<file path="src/sv/cpt_pkg.sv">
// Shared constants, types and tables for the colour patch test pattern unit.
// Used by cpt_geometry, cpt_pixel and color_patch_test_pattern_unit; no dependencies.
`timescale 1ns / 1ps

package cpt_pkg;

	localparam int DIM_W  = 9;   // raster coordinates and frame sizes
	localparam int GEO_W  = 10;  // patch geometry and patch edges
	localparam int EDGE_W = 12;  // signed glyph edges

	localparam int MAX_WIDTH  = 320;
	localparam int MAX_HEIGHT = 320;
	localparam int MIN_DIM    = 64;
	localparam int SCALE_MAX  = 8;

	localparam int GRID_COLS  = 6;
	localparam int GRID_ROWS  = 4;
	localparam int DOT_COLS   = 5;
	localparam int DOT_ROWS   = 7;

	// x / 6 == (x * 171) >> 10 for every x below 512
	localparam int DIV6_MUL   = 171;
	localparam int DIV6_SHIFT = 10;

	localparam int BUSY_CYCLES = 8;
	localparam int BUSY_W      = 4;

	localparam int TDATA_IN_W  = 8;
	localparam int TDATA_OUT_W = 40;
	localparam int APB_AW      = 4;
	localparam int APB_DW      = 32;

	localparam logic [1:0] REG_FRAME_WIDTH  = 2'd0;
	localparam logic [1:0] REG_FRAME_HEIGHT = 2'd1;
	localparam logic [1:0] REG_GAP_SIZE     = 2'd2;
	localparam logic [1:0] REG_DOT_SCALE    = 2'd3;

	localparam logic [8:0] RST_FRAME_WIDTH  = 9'd240;
	localparam logic [8:0] RST_FRAME_HEIGHT = 9'd320;
	localparam logic [2:0] RST_GAP_SIZE     = 3'd2;
	localparam logic [3:0] RST_DOT_SCALE    = 4'd5;

	localparam logic [15:0] COLOR_WHITE = 16'hFFFF;
	localparam logic [15:0] COLOR_BLACK = 16'h0000;

	localparam logic [DOT_COLS-1:0] GLYPH_B [0:DOT_ROWS-1] =
		'{5'h1E, 5'h11, 5'h11, 5'h1E, 5'h11, 5'h11, 5'h1E};
	localparam logic [DOT_COLS-1:0] GLYPH_W [0:DOT_ROWS-1] =
		'{5'h11, 5'h11, 5'h11, 5'h15, 5'h15, 5'h1B, 5'h11};

	// RGB888 reference colours, row by row
	localparam logic [23:0] PATCH_RGB [0:GRID_ROWS-1][0:GRID_COLS-1] = '{
		'{24'hF3F3F2, 24'hC8C8C8, 24'hA0A0A0, 24'h7A7A79, 24'h555555, 24'h343434},
		'{24'h383D96, 24'h469449, 24'hAF363C, 24'hE7C71F, 24'hBB5695, 24'h0088AA},
		'{24'hD67E2C, 24'h505BA6, 24'hC15A63, 24'h5E3C6C, 24'h9DBC40, 24'hE0A32E},
		'{24'h735244, 24'hC29682, 24'h627A9D, 24'h576C43, 24'h8580B1, 24'h67BDAA}
	};

	typedef struct packed {
		logic [DIM_W-1:0] frame_width;
		logic [DIM_W-1:0] frame_height;
		logic [2:0]       gap_size;
		logic [3:0]       dot_scale;
	} cfg_t;

	typedef struct packed {
		logic [DIM_W-1:0] w;
		logic [DIM_W-1:0] h;
	} dims_t;

	typedef struct packed {
		logic [GEO_W-1:0] pw;
		logic [GEO_W-1:0] ph;
		logic [GEO_W-1:0] ox;
		logic [GEO_W-1:0] oy;
	} geom_t;

	typedef struct packed {
		geom_t                    geom;
		logic [GEO_W-1:0]         sx;
		logic [GEO_W-1:0]         sy;
		logic signed [EDGE_W-1:0] lxb;
		logic signed [EDGE_W-1:0] ly;
		logic [3:0]               s;
	} pre_t;

	// Patch spans [lo, hi) and glyph dot edges; glyph edges may be negative
	typedef struct packed {
		logic [GRID_COLS-1:0][GEO_W-1:0]   px_lo;
		logic [GRID_COLS-1:0][GEO_W-1:0]   px_hi;
		logic [GRID_ROWS-1:0][GEO_W-1:0]   py_lo;
		logic [GRID_ROWS-1:0][GEO_W-1:0]   py_hi;
		logic [DOT_COLS:0][EDGE_W-1:0]     gxb;
		logic [DOT_COLS:0][EDGE_W-1:0]     gxw;
		logic [DOT_ROWS:0][EDGE_W-1:0]     gy;
	} edges_t;

	function automatic logic [15:0] to565(logic [23:0] rgb);
		return {rgb[23:19], rgb[15:10], rgb[7:3]};
	endfunction

endpackage

</file>
<file path="src/sv/cpt_geometry.sv">
// Patch and glyph geometry: derives patch sizes, origin and all edge positions
// from the register file, holds the set in use for the current frame. Uses cpt_pkg.
`timescale 1ns / 1ps

module cpt_geometry (
	input  logic            clk,
	input  logic            arst_n,
	input  cpt_pkg::cfg_t   cfg,
	input  logic            cfg_wr,
	input  logic            latch,
	output logic            busy,
	output cpt_pkg::dims_t  dims,
	output cpt_pkg::edges_t edges
);

	localparam int GW = cpt_pkg::GEO_W;
	localparam int EW = cpt_pkg::EDGE_W;
	localparam int PW = cpt_pkg::GEO_W + 8;

	logic [cpt_pkg::BUSY_W-1:0] busy_q;
	logic [cpt_pkg::DIM_W-1:0]  ew_q, eh_q;
	logic [2:0]                 g_q;
	logic [3:0]                 s_q;
	logic [GW-1:0]              w_raw, h_raw, w_eff, h_eff;
	logic [3:0]                 s_eff;

	logic [GW-1:0]              wg_s1, hg_s1;
	logic [GW-1:0]              pw_s2, ph_s2;
	logic [PW-1:0]              prod;
	cpt_pkg::geom_t             cand_geom_s3, cand_geom_d;
	cpt_pkg::pre_t              cand_pre_s4;
	cpt_pkg::edges_t            cand_edges_s5;
	cpt_pkg::geom_t             act_geom_q;
	cpt_pkg::pre_t              act_pre_s1;
	cpt_pkg::edges_t            act_edges_s2;
	cpt_pkg::edges_t            edges_q;

	function automatic cpt_pkg::pre_t edge_pre(cpt_pkg::geom_t gm, logic [2:0] g,
		logic [3:0] s);
		cpt_pkg::pre_t p;
		logic signed [EW-1:0] dx, dy;
		p.geom = gm;
		p.s    = s;
		p.sx   = gm.pw + GW'(g);
		p.sy   = gm.ph + GW'(g);
		// (patch - glyph) / 2, truncated toward zero
		dx = $signed(EW'(gm.pw)) - $signed(EW'(s) * EW'(cpt_pkg::DOT_COLS));
		dx = dx + $signed(EW'(dx[EW-1]));
		dy = $signed(EW'(gm.ph)) - $signed(EW'(s) * EW'(cpt_pkg::DOT_ROWS));
		dy = dy + $signed(EW'(dy[EW-1]));
		p.lxb = $signed(EW'(gm.ox)) + (dx >>> 1);
		p.ly  = $signed(EW'(gm.oy)) + (dy >>> 1);
		return p;
	endfunction

	function automatic cpt_pkg::edges_t edge_final(cpt_pkg::pre_t p);
		cpt_pkg::edges_t e;
		logic signed [EW-1:0] lxw;
		for (int q = 0; q < cpt_pkg::GRID_COLS; q++) begin
			e.px_lo[q] = p.geom.ox + GW'(q) * p.sx;
			e.px_hi[q] = e.px_lo[q] + p.geom.pw;
		end
		for (int q = 0; q < cpt_pkg::GRID_ROWS; q++) begin
			e.py_lo[q] = p.geom.oy + GW'(q) * p.sy;
			e.py_hi[q] = e.py_lo[q] + p.geom.ph;
		end
		lxw = p.lxb + $signed(EW'(p.sx) * EW'(cpt_pkg::GRID_COLS - 1));
		for (int k = 0; k <= cpt_pkg::DOT_COLS; k++) begin
			e.gxb[k] = p.lxb + $signed(EW'(k) * EW'(p.s));
			e.gxw[k] = lxw + $signed(EW'(k) * EW'(p.s));
		end
		for (int k = 0; k <= cpt_pkg::DOT_ROWS; k++) begin
			e.gy[k] = p.ly + $signed(EW'(k) * EW'(p.s));
		end
		return e;
	endfunction

	// saturate the raw registers into their working ranges
	always_comb begin
		w_raw = GW'(cfg.frame_width);
		h_raw = GW'(cfg.frame_height);
		if (w_raw < GW'(cpt_pkg::MIN_DIM)) begin
			w_eff = GW'(cpt_pkg::MIN_DIM);
		end else if (w_raw > GW'(cpt_pkg::MAX_WIDTH)) begin
			w_eff = GW'(cpt_pkg::MAX_WIDTH);
		end else begin
			w_eff = w_raw;
		end
		if (h_raw < GW'(cpt_pkg::MIN_DIM)) begin
			h_eff = GW'(cpt_pkg::MIN_DIM);
		end else if (h_raw > GW'(cpt_pkg::MAX_HEIGHT)) begin
			h_eff = GW'(cpt_pkg::MAX_HEIGHT);
		end else begin
			h_eff = h_raw;
		end
		if (cfg.dot_scale == 4'd0) begin
			s_eff = 4'd1;
		end else if (cfg.dot_scale > 4'(cpt_pkg::SCALE_MAX)) begin
			s_eff = 4'(cpt_pkg::SCALE_MAX);
		end else begin
			s_eff = cfg.dot_scale;
		end
	end

	always_comb begin
		prod = PW'(wg_s1) * PW'(cpt_pkg::DIV6_MUL);
		cand_geom_d.pw = pw_s2;
		cand_geom_d.ph = ph_s2;
		cand_geom_d.ox = (GW'(ew_q) - (pw_s2 * GW'(cpt_pkg::GRID_COLS)
			+ GW'(g_q) * GW'(cpt_pkg::GRID_COLS - 1))) >> 1;
		cand_geom_d.oy = (GW'(eh_q) - (ph_s2 * GW'(cpt_pkg::GRID_ROWS)
			+ GW'(g_q) * GW'(cpt_pkg::GRID_ROWS - 1))) >> 1;
	end

	always_ff @(posedge clk or negedge arst_n) begin
		if (!arst_n) begin
			busy_q <= cpt_pkg::BUSY_W'(cpt_pkg::BUSY_CYCLES);
		end else if (cfg_wr) begin
			busy_q <= cpt_pkg::BUSY_W'(cpt_pkg::BUSY_CYCLES);
		end else if (busy_q != '0) begin
			busy_q <= busy_q - 1'b1;
		end
	end

	always_ff @(posedge clk) begin
		ew_q <= w_eff[cpt_pkg::DIM_W-1:0];
		eh_q <= h_eff[cpt_pkg::DIM_W-1:0];
		g_q  <= cfg.gap_size;
		s_q  <= s_eff;

		// next-frame geometry, refreshed continuously from the registers
		wg_s1 <= GW'(ew_q) - GW'(g_q) * GW'(cpt_pkg::GRID_COLS);
		hg_s1 <= GW'(eh_q) - GW'(g_q) * GW'(cpt_pkg::GRID_ROWS);
		pw_s2 <= GW'(prod >> cpt_pkg::DIV6_SHIFT);
		ph_s2 <= hg_s1 >> 2;
		cand_geom_s3  <= cand_geom_d;
		cand_pre_s4   <= edge_pre(cand_geom_s3, g_q, s_q);
		cand_edges_s5 <= edge_final(cand_pre_s4);

		// frame geometry stays, but gap and scale are live: rebuild edges after a write
		act_pre_s1   <= edge_pre(act_geom_q, g_q, s_q);
		act_edges_s2 <= edge_final(act_pre_s1);

		if (latch) begin
			act_geom_q <= cand_geom_s3;
			edges_q    <= cand_edges_s5;
		end else if (busy_q != '0) begin
			edges_q    <= act_edges_s2;
		end
	end

	assign busy   = (busy_q != '0);
	assign dims.w = ew_q;
	assign dims.h = eh_q;
	assign edges  = edges_q;

endmodule

</file>
<file path="src/sv/cpt_pixel.sv">
// Pixel colour lookup: glyph dots, patch colour or black for one raster position.
// Pure compare-and-select logic on the edge set from cpt_geometry. Uses cpt_pkg.
`timescale 1ns / 1ps

module cpt_pixel (
	input  logic [cpt_pkg::DIM_W-1:0] x,
	input  logic [cpt_pkg::DIM_W-1:0] y,
	input  cpt_pkg::edges_t           edges,
	output logic [15:0]               color
);

	localparam int EW = cpt_pkg::EDGE_W;
	localparam int GW = cpt_pkg::GEO_W;

	logic signed [EW-1:0] xs, ys;
	logic                 in_w, in_b, in_rows;
	logic [2:0]           cw, cb, r;
	logic                 dot_w, dot_b;
	logic                 col_hit, row_hit;
	logic [2:0]           q;
	logic [1:0]           p;

	always_comb begin
		xs = $signed(EW'(x));
		ys = $signed(EW'(y));

		in_rows = (ys >= $signed(edges.gy[0]))
			&& (ys < $signed(edges.gy[cpt_pkg::DOT_ROWS]));
		in_w = in_rows && (xs >= $signed(edges.gxw[0]))
			&& (xs < $signed(edges.gxw[cpt_pkg::DOT_COLS]));
		in_b = in_rows && (xs >= $signed(edges.gxb[0]))
			&& (xs < $signed(edges.gxb[cpt_pkg::DOT_COLS]));

		// dot column and row by thermometer count over the dot edges
		cw = '0;
		cb = '0;
		for (int k = 1; k < cpt_pkg::DOT_COLS; k++) begin
			if (xs >= $signed(edges.gxw[k])) cw = cw + 3'd1;
			if (xs >= $signed(edges.gxb[k])) cb = cb + 3'd1;
		end
		r = '0;
		for (int k = 1; k < cpt_pkg::DOT_ROWS; k++) begin
			if (ys >= $signed(edges.gy[k])) r = r + 3'd1;
		end
		dot_w = cpt_pkg::GLYPH_W[r][3'(cpt_pkg::DOT_COLS - 1) - cw];
		dot_b = cpt_pkg::GLYPH_B[r][3'(cpt_pkg::DOT_COLS - 1) - cb];

		col_hit = 1'b0;
		q       = '0;
		for (int k = 0; k < cpt_pkg::GRID_COLS; k++) begin
			if (GW'(x) >= edges.px_lo[k] && GW'(x) < edges.px_hi[k]) begin
				col_hit = 1'b1;
				q       = 3'(k);
			end
		end
		row_hit = 1'b0;
		p       = '0;
		for (int k = 0; k < cpt_pkg::GRID_ROWS; k++) begin
			if (GW'(y) >= edges.py_lo[k] && GW'(y) < edges.py_hi[k]) begin
				row_hit = 1'b1;
				p       = 2'(k);
			end
		end

		// white label wins over black label, both win over the patch
		if (in_w && dot_w) begin
			color = cpt_pkg::COLOR_WHITE;
		end else if (in_b && dot_b) begin
			color = cpt_pkg::COLOR_BLACK;
		end else if (col_hit && row_hit) begin
			color = cpt_pkg::to565(cpt_pkg::PATCH_RGB[p][q]);
		end else begin
			color = cpt_pkg::COLOR_BLACK;
		end
	end

endmodule

</file>
<file path="src/sv/color_patch_test_pattern_unit.sv">
// Colour patch test pattern: one RGB565 pixel word out per word in, raster order.
// Registers s1, s2 lead to the output; 1 pixel per clock while m_tready is high, busy low.
// The output register and the pixel stage let a new word in while a result waits.
// After reset and after every register write the input side holds s_tready low
// while the geometry pipeline in cpt_geometry settles.
// Reset clears the raster to pixel (0,0) and loads the register defaults.
`timescale 1ns / 1ps

module color_patch_test_pattern_unit (
	input  logic                              clk,
	input  logic                              arst_n,
	input  logic                              s_tvalid,
	output logic                              s_tready,
	input  logic [cpt_pkg::TDATA_IN_W-1:0]    s_tdata,  // [0] restart, rest zero
	output logic                              m_tvalid,
	input  logic                              m_tready,
	// [15:0] pixel_color, [24:16] pixel_column, [33:25] pixel_line, rest zero
	output logic [cpt_pkg::TDATA_OUT_W-1:0]   m_tdata,
	output logic                              m_tlast,  // frame_last
	input  logic                              psel,
	input  logic                              penable,
	input  logic                              pwrite,
	input  logic [cpt_pkg::APB_AW-1:0]        paddr,
	input  logic [cpt_pkg::APB_DW-1:0]        pwdata,
	output logic [cpt_pkg::APB_DW-1:0]        prdata,
	output logic                              pready
);

	localparam int DW = cpt_pkg::DIM_W;

	cpt_pkg::cfg_t   cfg_q;
	cpt_pkg::dims_t  dims;
	cpt_pkg::edges_t edges;
	logic            cfg_wr, busy, in_acc, frame_start;
	logic            adv_s1, adv_s2;

	logic [DW-1:0]   col_q, line_q;
	logic [DW-1:0]   c0, l0, c1, l1, x, y, col_n, line_n;
	logic [DW:0]     nx, ny;
	logic            last;

	logic            v_s1, last_s1;
	logic [DW-1:0]   x_s1, y_s1;
	logic            v_s2, last_s2;
	logic [DW-1:0]   x_s2, y_s2;
	logic [15:0]     color_s2, color;

	// register file
	assign pready = 1'b1;
	assign cfg_wr = psel && penable && pwrite && pready;

	always_ff @(posedge clk or negedge arst_n) begin
		if (!arst_n) begin
			cfg_q.frame_width  <= cpt_pkg::RST_FRAME_WIDTH;
			cfg_q.frame_height <= cpt_pkg::RST_FRAME_HEIGHT;
			cfg_q.gap_size     <= cpt_pkg::RST_GAP_SIZE;
			cfg_q.dot_scale    <= cpt_pkg::RST_DOT_SCALE;
		end else if (cfg_wr) begin
			case (paddr[3:2])
				cpt_pkg::REG_FRAME_WIDTH:  cfg_q.frame_width  <= pwdata[DW-1:0];
				cpt_pkg::REG_FRAME_HEIGHT: cfg_q.frame_height <= pwdata[DW-1:0];
				cpt_pkg::REG_GAP_SIZE:     cfg_q.gap_size     <= pwdata[2:0];
				cpt_pkg::REG_DOT_SCALE:    cfg_q.dot_scale    <= pwdata[3:0];
				default: ;
			endcase
		end
	end

	always_comb begin
		case (paddr[3:2])
			cpt_pkg::REG_FRAME_WIDTH:  prdata = cpt_pkg::APB_DW'(cfg_q.frame_width);
			cpt_pkg::REG_FRAME_HEIGHT: prdata = cpt_pkg::APB_DW'(cfg_q.frame_height);
			cpt_pkg::REG_GAP_SIZE:     prdata = cpt_pkg::APB_DW'(cfg_q.gap_size);
			cpt_pkg::REG_DOT_SCALE:    prdata = cpt_pkg::APB_DW'(cfg_q.dot_scale);
			default:                   prdata = '0;
		endcase
	end

	cpt_geometry u_geometry (
		.clk    (clk),
		.arst_n (arst_n),
		.cfg    (cfg_q),
		.cfg_wr (cfg_wr),
		.latch  (in_acc && frame_start),
		.busy   (busy),
		.dims   (dims),
		.edges  (edges)
	);

	// handshake: the whole pipe moves when the output word is taken or empty
	assign adv_s2   = !v_s2 || m_tready;
	assign adv_s1   = !v_s1 || adv_s2;
	assign s_tready = adv_s1 && !busy;
	assign in_acc   = s_tvalid && s_tready;

	// raster position for the incoming word, including wrap after a size change
	always_comb begin
		c0 = s_tdata[0] ? '0 : col_q;
		l0 = s_tdata[0] ? '0 : line_q;
		if (c0 >= dims.w) begin
			c1 = '0;
			l1 = l0 + 1'b1;
		end else begin
			c1 = c0;
			l1 = l0;
		end
		if (l1 >= dims.h) begin
			x = '0;
			y = '0;
		end else begin
			x = c1;
			y = l1;
		end
		frame_start = (x == '0) && (y == '0);
		last = (x == dims.w - 1'b1) && (y == dims.h - 1'b1);

		nx = {1'b0, x} + 1'b1;
		ny = {1'b0, y} + 1'b1;
		if (nx >= {1'b0, dims.w}) begin
			col_n  = '0;
			line_n = (ny >= {1'b0, dims.h}) ? '0 : ny[DW-1:0];
		end else begin
			col_n  = nx[DW-1:0];
			line_n = y;
		end
	end

	always_ff @(posedge clk or negedge arst_n) begin
		if (!arst_n) begin
			col_q  <= '0;
			line_q <= '0;
			v_s1   <= 1'b0;
			v_s2   <= 1'b0;
		end else begin
			if (in_acc) begin
				col_q  <= col_n;
				line_q <= line_n;
			end
			if (adv_s1) v_s1 <= in_acc;
			if (adv_s2) v_s2 <= v_s1;
		end
	end

	// a frame-start word only enters s1 as the previous word leaves it,
	// so the word in s1 always sees the geometry of its own frame
	cpt_pixel u_pixel (
		.x     (x_s1),
		.y     (y_s1),
		.edges (edges),
		.color (color)
	);

	always_ff @(posedge clk) begin
		if (in_acc) begin
			x_s1    <= x;
			y_s1    <= y;
			last_s1 <= last;
		end
		if (adv_s2 && v_s1) begin
			x_s2     <= x_s1;
			y_s2     <= y_s1;
			last_s2  <= last_s1;
			color_s2 <= color;
		end
	end

	assign m_tvalid = v_s2;
	assign m_tlast  = last_s2;
	assign m_tdata  = {6'b0, y_s2, x_s2, color_s2};

endmodule
</file>
<file path="config.mk">
export PLATFORM = sky130hd
export DESIGN_NAME = color_patch_test_pattern_unit
export DESIGN_NICKNAME = d
export VERILOG_FILES = /design/src/sv/cpt_pkg.sv /design/src/sv/cpt_geometry.sv /design/src/sv/cpt_pixel.sv /design/src/sv/color_patch_test_pattern_unit.sv
export SDC_FILE = /design/constraint.sdc
export NUM_CORES = 2
export LEC_CHECK = 0
export BUFFER_PORTS_ARGS = -buffer_cell sky130_fd_sc_hd__clkbuf_2
export CAP_MARGIN = 10
export CELL_PAD_IN_SITES_DETAIL_PLACEMENT = 0
export CELL_PAD_IN_SITES_GLOBAL_PLACEMENT = 1
export CORE_MARGIN = 2
export CORE_UTILIZATION = 52
export CTS_CLUSTER_SIZE = 25
export DETAILED_ROUTE_END_ITERATION = 12
export GPL_TIMING_DRIVEN = 0
export PLACE_DENSITY = 0.83
export SYNTH_ARGS = -nofsm -noshare
export SYNTH_HDL_FRONTEND = slang
export SYNTH_SLANG_ARGS = --single-unit
</file>
<file path="constraint.sdc">
create_clock -name clk -period 15.4 [get_ports clk]
set_input_delay 1.54 -clock clk [delete_from_list [all_inputs] [get_ports clk]]
set_output_delay 1.54 -clock clk [all_outputs]
set_load 0.05 [all_outputs]
</file>
==> results_dict.tcl <==
set metrics [dict create \
    outcome "finished clean" \
    yosys_warnings 0 \
    die_h_um 406 \
    die_w_um 406 \
    drv_cap 0 \
    cts_buffer_depth 3 \
    drc 0 \
    grt_usage 0.271 \
    max_slew_margin 0.131 \
    crit_type "in2reg" \
    path_buf_inv 3 \
    drtIter0Drc 3948 \
    synth-edff-count 488 \
    synth.area.top_cells "dfxtp_1 25%, edfxtp_1 17%, ha_1 16%, xnor2_1 6.1%, mux2_1 5.1%" \
    tightest_slew_ns 1.30 \
    synthFlopType "dfxtp_1" \
    cp_top_family "compound AO/OA/AOI/OAI gates" \
    post_cts_buffers 0 \
    period_needed_ns 9.80 \
    wire_per_inst_um 22.1 \
    initial_core_util 0.523 \
    min_path_type "reg2reg" \
    cp_common_cell "ha_1" \
    synth_common_cells "1056 x ha_1, 1049 x dfxtp_1, 891 x inv_1" \
    grt_pass1_vias 55600 \
    antenna_found_initial 9 \
    fin_skew_ns 0.0390 \
    multi_input_area_um2 42800 \
    grt_first_pass_wirelength_um 333000 \
    place_area_um2 88000 \
    min_period_over_period 0.637 \
    yosysMostFrequentCell "ha_1" \
    yosys.area.top_type "dfxtp_1" \
    area_growth_pct 11.9 \
    ys_seq_area_frac 0.440 \
    fmax_mhz 102 \
    first_pass_iters 6 \
    drive_gt1_frac 0.0734 \
    die_area_um2 164000 \
    viasPerCell 5.49 \
    cts_sinks 1586 \
    worstPathArrival_ns 10.52 \
    synth.avg_cell_area_um2 11.2 \
    start_kind "input pin" \
    gp_congestion 0.889 \
    htree_levels 4 \
    rsz0062_at_grt "false" \
    ioPinCount 127 \
    setup_viol 0 \
    clk_latency_ns 0.81 \
    synth-seq-cells 1586 \
    yosysTopAreaCellShare 0.250 \
    std_cell_rows 147 \
    io_buffer_count 62 \
    synth_area_um2 83900 \
    fillers 13400 \
    dr_total_vias 55400 \
    cts_buffers 167 \
    root_buffer "clkbuf_16" \
    ys_async_sr_fraction 0.0309 \
    cts_tree "done" \
    wl_um 223000 \
    cp_data_required_time_ns 16.12 \
    ant_nets 0 \
    cts_resized 0 \
    whs_path_depth 0 \
    cpPeakStageDelay_ns 0.67 \
    cp.depth 31 \
    grt_max_degree 64 \
    synth_cell_types 96 \
    detailed_place_hpwl_um 169000 \
    hold_viol 0 \
    cp-end-kind "flop" \
    cts_hold_buffers 0 \
    fin_nets 9070 \
    clk_pin_slew_ns 0.06 \
    cpMaxStageDelayCell "a21oi_1" \
    final_area_um2 93900 \
    synthCells 7479 \
    regArea_um2 36900 \
    core-area_um2 160000 \
    grt_overflow_total 0 \
    worstRegToRegCells 32 \
    drv_slew 0 \
    crit_fanout 10 \
]
## layout make-up
type	count	area share
Antenna cell	1	0.0000267
Buffer	148	0.0107
Clock buffer	222	0.0509
Clock inverter	90	0.0102
Inverter	893	0.0357
Multi-Input combinational cell	4880	0.456
Sequential cell	1586	0.393
Tap cell	2160	0.0288
Timing Repair Buffer	114	0.0148
## cell usage in the layout (no fill, tap or decap), drive strengths merged, types with 31 or more instances in the layout
cell type / Yosys / final
nor3: 51 / 51
ha: 1056 / 1056
xnor2: 588 / 588
mux2: 432 / 432
buf: 88 / 140
a21oi: 479 / 479
o21ai: 180 / 180
nand2: 188 / 188
nand3: 86 / 86
o21bai: 215 / 215
nand2b: 64 / 64
clkbuf: 60 / 344
dfxtp: 1049 / 1049
clkinv: 2 / 59
edfxtp: 488 / 488
o21a: 68 / 68
inv: 891 / 901
fa: 173 / 173
a21o: 211 / 211
nor2b: 116 / 116
dfrtp: 39 / 39
a211oi: 31 / 31
xor2: 214 / 214
and3: 39 / 39
nor2: 310 / 310
## registers in the layout (all words and copies together), names as in the netlist, 9 cells and up
name                      count
cfg_q                        25
col_q                         9
color_s2                     16
line_q                        9
u_geometry.act_edges_s2     400
u_geometry.act_geom_q        34
u_geometry.act_pre_s1        76
u_geometry.cand_edges_s5    400
u_geometry.cand_geom_s3      34
u_geometry.cand_pre_s4       80
u_geometry.edges            400
u_geometry.eh_q               9
u_geometry.ew_q               9
u_geometry.wg_s1             10
x_s1                          9
x_s2                          9
y_s1                          9
y_s2                          9
## cells by family (layout without fill, tap and decap cells)
| group | Yosys count | count (layout) | synth area share |
|---|---|---|---|
| multiplexers | 448 | 448 | 0.0604 |
| AND/OR/NAND/NOR | 986 | 986 | 0.0580 |
| AO/OA/AOI/OAI | 1379 | 1379 | 0.106 |
| flip-flops | 1586 | 1586 | 0.440 |
| other | 2 | 31 | 0.0000896 |
| buffers and inverters | 1041 | 1467 | 0.0519 |
| adder cells (fa/ha/maj) | 1233 | 1233 | 0.199 |
| XOR/XNOR | 804 | 804 | 0.0843 |
## layer usage
metal / vias to the layer above / GRT usage / wire length, µm
li1: 26400 / - / -
met1: 27100 / 0.377 / 101000
met2: 1483 / 0.430 / 100000
met3: 390 / 0.0397 / 13500
met4: 4 / 0.0944 / 7650
met5: - / 0 / 25
## metrics by stage
step / util / setup TNS, ns / instances / hold slack, ns / worst slack [ns]
global route: 0.585 / 0 / 10100 / 0.332 / 5.13
global placement: 0.542 / -407.44 / 9729 / 0.310 / -1.14
finish: 0.585 / 0 / 10100 / 0.327 / 5.60
floorplan: - / 0 / 7507 / 0.310 / 3.62
detailed placement: 0.549 / 0 / 9777 / 0.312 / 4.96
CTS: 0.585 / 0 / 10100 / 0.327 / 5.76
## final timing paths
path	from	to	slack [ns]
max in group asynchronous	arst_n	cfg_q[2]	14.22
setup reg to reg	y_s1[0]	color_s2[14]	6.35
setup / recovery	s_tdata[0]	line_q[4]	5.60
hold reg to reg	u_geometry.hg_s1[2]	u_geometry.ph_s2[0]	0.33
hold / removal	u_geometry.hg_s1[2]	u_geometry.ph_s2[0]	0.33
min in group asynchronous	arst_n	cfg_q[24]	0.60
Power is not shown: default switching activity piles up to over one toggle a cycle in this logic, so the estimate is an artifact.
